`src/rtl/mfa_pkg.sv`:
```
// Shared types and constants of the mixed fraction ALU.
// Used by the channel interfaces, the controller, the datapath and the top level.
package mfa_pkg;

   localparam int VALUE_WIDTH_DEF = 32;
   localparam int WORD_W = 32;
   localparam int DEN_W = 31;
   localparam int ACT_W = 3;
   localparam int ST_W = 2;
   localparam int MAG_W = 64;
   localparam int WIDE_W = 128;
   localparam int CNT_W = 7;

   localparam logic [ACT_W-1:0] ACT_ADD = 3'd0;
   localparam logic [ACT_W-1:0] ACT_SUB = 3'd1;
   localparam logic [ACT_W-1:0] ACT_MUL = 3'd2;
   localparam logic [ACT_W-1:0] ACT_DIV = 3'd3;
   localparam logic [ACT_W-1:0] ACT_NORM = 3'd4;

   localparam logic [ST_W-1:0] ST_OK = 2'd0;
   localparam logic [ST_W-1:0] ST_ZERO_ZERO = 2'd1;
   localparam logic [ST_W-1:0] ST_ZERO_DEN = 2'd2;
   localparam logic [ST_W-1:0] ST_OVERFLOW = 2'd3;

   typedef enum logic [2:0] {
      MS_OPA = 3'd0,
      MS_OPB = 3'd1,
      MS_P1 = 3'd2,
      MS_P2 = 3'd3,
      MS_P3 = 3'd4
   } mul_sel_type;

   typedef enum logic [1:0] {
      DS_NG = 2'd0,
      DS_DG = 2'd1,
      DS_ND = 2'd2
   } div_sel_type;

   typedef struct packed {
      logic load;
      logic mul_start;
      mul_sel_type mul_sel;
      logic combine;
      logic gcd_start;
      logic div_start;
      div_sel_type div_sel;
      logic finish;
   } cmd_type;

   typedef struct packed {
      logic err;
      logic mul_done;
      logic gcd_done;
      logic div_done;
   } sts_type;

endpackage

```
`src/rtl/mfa_controller.sv`:
```
// Sequencing state machine of the mixed fraction ALU.
// Depends on mfa_pkg; drives the datapath through cmd_type and reads sts_type.
module mfa_controller (
   input logic clock,
   input logic reset,
   input logic req_valid,
   output logic req_ready,
   output logic rsp_valid,
   input logic rsp_ready,
   output mfa_pkg::cmd_type cmd,
   input mfa_pkg::sts_type sts
);
   import mfa_pkg::*;

   typedef enum logic [8:0] {
      S_IDLE = 9'b000000001,
      S_MUL_GO = 9'b000000010,
      S_MUL_WAIT = 9'b000000100,
      S_COMB = 9'b000001000,
      S_GCD_GO = 9'b000010000,
      S_GCD_WAIT = 9'b000100000,
      S_DIV_GO = 9'b001000000,
      S_DIV_WAIT = 9'b010000000,
      S_OUT = 9'b100000000
   } state_type;

   state_type state_ff, state_in;
   mul_sel_type mul_sel_ff, mul_sel_in;
   div_sel_type div_sel_ff, div_sel_in;
   logic rsp_valid_ff, rsp_valid_in;

   assign req_ready = (state_ff == S_IDLE);
   assign rsp_valid = rsp_valid_ff;

   always_comb begin
      state_in = state_ff;
      mul_sel_in = mul_sel_ff;
      div_sel_in = div_sel_ff;
      cmd = '0;
      cmd.mul_sel = mul_sel_ff;
      cmd.div_sel = div_sel_ff;
      rsp_valid_in = rsp_valid_ff && !rsp_ready;
      case (state_ff)
         S_IDLE: begin
            if (req_valid) begin
               cmd.load = 1'b1;
               mul_sel_in = MS_OPA;
               state_in = S_MUL_GO;
            end
         end
         S_MUL_GO: begin
            if (sts.err) begin
               state_in = S_OUT;
            end else begin
               cmd.mul_start = 1'b1;
               state_in = S_MUL_WAIT;
            end
         end
         S_MUL_WAIT: begin
            if (sts.mul_done) begin
               case (mul_sel_ff)
                  MS_OPA: begin
                     mul_sel_in = MS_OPB;
                     state_in = S_MUL_GO;
                  end
                  MS_OPB: begin
                     mul_sel_in = MS_P1;
                     state_in = S_MUL_GO;
                  end
                  MS_P1: begin
                     mul_sel_in = MS_P2;
                     state_in = S_MUL_GO;
                  end
                  MS_P2: begin
                     mul_sel_in = MS_P3;
                     state_in = S_MUL_GO;
                  end
                  default: begin
                     state_in = S_COMB;
                  end
               endcase
            end
         end
         S_COMB: begin
            cmd.combine = 1'b1;
            state_in = S_GCD_GO;
         end
         S_GCD_GO: begin
            if (sts.err) begin
               state_in = S_OUT;
            end else begin
               cmd.gcd_start = 1'b1;
               state_in = S_GCD_WAIT;
            end
         end
         S_GCD_WAIT: begin
            if (sts.gcd_done) begin
               div_sel_in = DS_NG;
               state_in = S_DIV_GO;
            end
         end
         S_DIV_GO: begin
            cmd.div_start = 1'b1;
            state_in = S_DIV_WAIT;
         end
         S_DIV_WAIT: begin
            if (sts.div_done) begin
               case (div_sel_ff)
                  DS_NG: begin
                     div_sel_in = DS_DG;
                     state_in = S_DIV_GO;
                  end
                  DS_DG: begin
                     div_sel_in = DS_ND;
                     state_in = S_DIV_GO;
                  end
                  default: begin
                     state_in = S_OUT;
                  end
               endcase
            end
         end
         S_OUT: begin
            if (!rsp_valid_ff || rsp_ready) begin
               cmd.finish = 1'b1;
               rsp_valid_in = 1'b1;
               state_in = S_IDLE;
            end
         end
         default: begin
            state_in = S_IDLE;
         end
      endcase
   end

   always_ff @(posedge clock) begin
      if (reset) begin
         state_ff <= S_IDLE;
         mul_sel_ff <= MS_OPA;
         div_sel_ff <= DS_NG;
         rsp_valid_ff <= 1'b0;
      end else begin
         state_ff <= state_in;
         mul_sel_ff <= mul_sel_in;
         div_sel_ff <= div_sel_in;
         rsp_valid_ff <= rsp_valid_in;
      end
   end

endmodule

```
`config.mk`:
```
export PLATFORM = sky130hd
export DESIGN_NAME = mfa_controller
export DESIGN_NICKNAME = d
export VERILOG_FILES = /design/src/rtl/mfa_pkg.sv /design/src/rtl/mfa_controller.sv
export SDC_FILE = /design/constraint.sdc
export NUM_CORES = 1
export LEC_CHECK = 0
export BUFFER_PORTS_ARGS = -buffer_cell sky130_fd_sc_hd__clkbuf_2
export CAP_MARGIN = 20
export CORE_UTILIZATION = 53
export CTS_CLUSTER_SIZE = 8
export DETAILED_ROUTE_END_ITERATION = 12
export PLACE_DENSITY = 0.81
export SLEW_MARGIN = 20
export SYNTH_ARGS = -nofsm -noshare
export SYNTH_HDL_FRONTEND = slang
export SYNTH_SLANG_ARGS = --single-unit
export TNS_END_PERCENT = 5
```
`constraint.sdc`:
```
create_clock -name clock -period 1.66 [get_ports clock]
set_input_delay 0.249 -clock clock [delete_from_list [all_inputs] [get_ports clock]]
set_output_delay 0.249 -clock clock [all_outputs]
set_load 0.02 [all_outputs]
```
==> results.ini <==
[cts]
cts_inserted_buffers = 3
cts.path.max_buffers = 2
clk_latency_ns = 0.29
htreeDepth = 1
cts_tree = built
hold_buffers = 0
clk_pin_slew_ns = 0.09
cts.sinks = 15
root_buffer = clkbuf_4

[timing]
fin_hold_ws_ns = 0.262
finClkSkew_ns = 0.00587
rsz0062_at_grt = true
period_share_pct = 123
post-route-worst-setup-slack_ns = -0.383
finalCriticalPeriod_ns = 2.04
fin_tns_setup_ns = -1.91
hold_violations = 0
finalMaxSlewViolations = 0
setup_viol = 12
slew_headroom_pct = 74.2
fmax_ghz = 0.489
worstMarginPinSlew_ns = 0.383

[logic_synthesis]
synth_area_leaders = dfxtp_1 (30%), nor2_1 (6.4%), a21oi_1 (3.5%)
synthAdderAreaFrac_pct = 0
synth_xor_area_share_pct = 0.873
synthMuxAreaShare_pct = 2.00
yosys.area_share.simple_pct = 43.4
synth_top_family_by_area = simple AND/OR/NAND/NOR gates
synth_edf_count = 0
postSynth.asyncResetShare_pct = 0
yosysUniqueCellTypes = 50
ys_ff_latch = 15
syn_nets = 124
yosys_warnings = 0
syn_inst = 116
ys_seq_area_share_pct = 29.9
ys.flop_type = dfxtp_1
syn_area_mm2 = 0.00100
synth_top_area_share_pct = 29.9
synth_area_per_cell_um2 = 8.65
synth.largest_area_cell = dfxtp_1
synth_compound_area_share_pct = 18.7

[global_route]
antenna_found_initial = 0
grt_max_degree = 13
grt-ovfl-total = 0
grt_pass1_vias = 1005
grt_pass1_wl_um = 4400
grt.total_usage_pct = 30.5

[power]
p_per_area_mw_per_mm2 = 970
power_uw = 1340
leakagePower_uw = 0.000580
irDropWorstVdd_mv = 0.732

[setup_path]
cp-start-kind = flip-flop
end_kind = output port
cp.required_ns = 1.41
cp.arrival_ns = 1.79
worstSetupPathType = reg2out
cp_max_fo = 4

[hold_path]
hp-class = in2reg

[routing]
wl_per_cell_um = 16.2
drt_iter0_drc = 36
wl_um = 2920
drc_errors = 0
dr.pass1.iters = 4
postRouteAntennaNets = 0
viasPerCell = 6.02
num_vias = 1084

[layout]
fillers = 128
mostFrequentLayoutCells = buf_4 (21), nor2_1 (15), clkbuf_2 (13)
final_common_cell = buf_4
drive_gt1_share_pct = 46.5
n_antenna_cell = 0
area_growth_pct = 37.9
nets = 164

[placed_design]
dp_hpwl_um = 2010
gp_congestion = 0.871
io_buffers = 20

[die]
rows = 15
die_y_um = 45.5
die_x_um = 45.5
io_pins = 21
core_region_area_mm2 = 0.00175
die_area_mm2 = 0.00207
start_util_pct = 57.5

[run]
drv_cap = 0

[status]
violations = negative setup slack
status = complete, but fails checks

[sequential cells by signal, summed over array words and instances, names as in the netlist]
name / count
state_ff: 9
mul_sel_ff: 3
div_sel_ff: 2
rsp_valid: 1
[cell families (layout without fill, tap and decap cells)]
group           count (synthesis)  in the layout
compound gates                 25             25
xor+xnor                        1              1
buf+inv                         8             47
flops                          15             15
mux                             2              2
simple gates                   65             65
[layout make-up]
cell class | count | area, µm² | share of cell area [%]
sequential | 15 | 304 | 22.0
tap | 25 | 31.3 | 2.26
timing repair buffer | 41 | 293 | 21.2
clock buffer | 4 | 26.3 | 1.90
inverter | 2 | 7.51 | 0.542
multi-input combinational | 93 | 722 | 52.2
[cell usage after synthesis, types with 2 or more instances]
cell      count
nand3b_1      2
a21oi_1       7
nor2_1       17
nor3b_1       2
nor4_2        2
mux2i_1       2
and3_1        4
a31oi_1       2
inv_1         2
and2_1        4
nor3_1        3
o21ai_0       2
nor4_1        2
nor4b_1       3
nor2b_1       3
nand3_1       4
nor3_2        2
buf_2         2
dfxtp_1      15
nand2_1       3
o31ai_1       2
buf_6         2
nand4_1       2
[report_power, final]
group / total (µW) / switching, µW / internal [µW]
sequential: 451 / 60.1 / 391
clock: 219 / 126 / 93.6
combinational: 672 / 362 / 310
total: 1340 / 548 / 794
[routing by layer]
| layer | share of wire, % | wire (µm) | track usage, % | vias up |
|---|---|---|---|---|
| met4 | 3.1 | 91 | 11.5 | 0 |
| met2 | 51 | 1470 | 50.6 | 48 |
| li1 | - | - | - | 518 |
| met1 | 40 | 1170 | 38.7 | 510 |
| met3 | 6.2 | 182 | 5.95 | 8 |
| met5 | 0 | 0 | 0 | - |
[stage by stage]
step                area (µm²)  util [%]  cells  setup slack (ns)
floorplan                 1010         -    116          -0.00176
CTS                       1340      76.6    180            -0.309
global placement          1240      70.8    174           0.00958
detailed placement        1240      70.8    174           -0.0240
global route              1380      79.3    180            -0.443
finish                    1380      79.3    180            -0.383
[final timing paths]
path,end,slack [ns],start,cells after the start
setup reg to reg,mul_sel_ff[1]$_SDFFE_PP0P_,-0.03,state_ff[5]$_SDFFE_PP0P_,6
hold reg to reg,mul_sel_ff[1]$_SDFFE_PP0P_,0.51,mul_sel_ff[1]$_SDFFE_PP0P_,2
setup / recovery,cmd[0],-0.38,state_ff[5]$_SDFFE_PP0P_,5
hold / removal,rsp_valid$_SDFF_PP0_,0.26,rsp_ready,3
[worst max-delay path, stage by stage, from the launching register on]
cell and delay [ns]:
dfxtp_2 0.34, or4_4 0.59, nor3_4 0.14, nand3_2 0.10
nor2b_2 0.15, clkbuf_8 0.16
[timing repair]
action	CTS	global route
setup buffers	2	0
setup endpoints to repair	7	18
endpoints found under the hold margin	0	0
gates resized for setup	15	15
pin swaps	3	3
(Power assumes the default switching activity.)
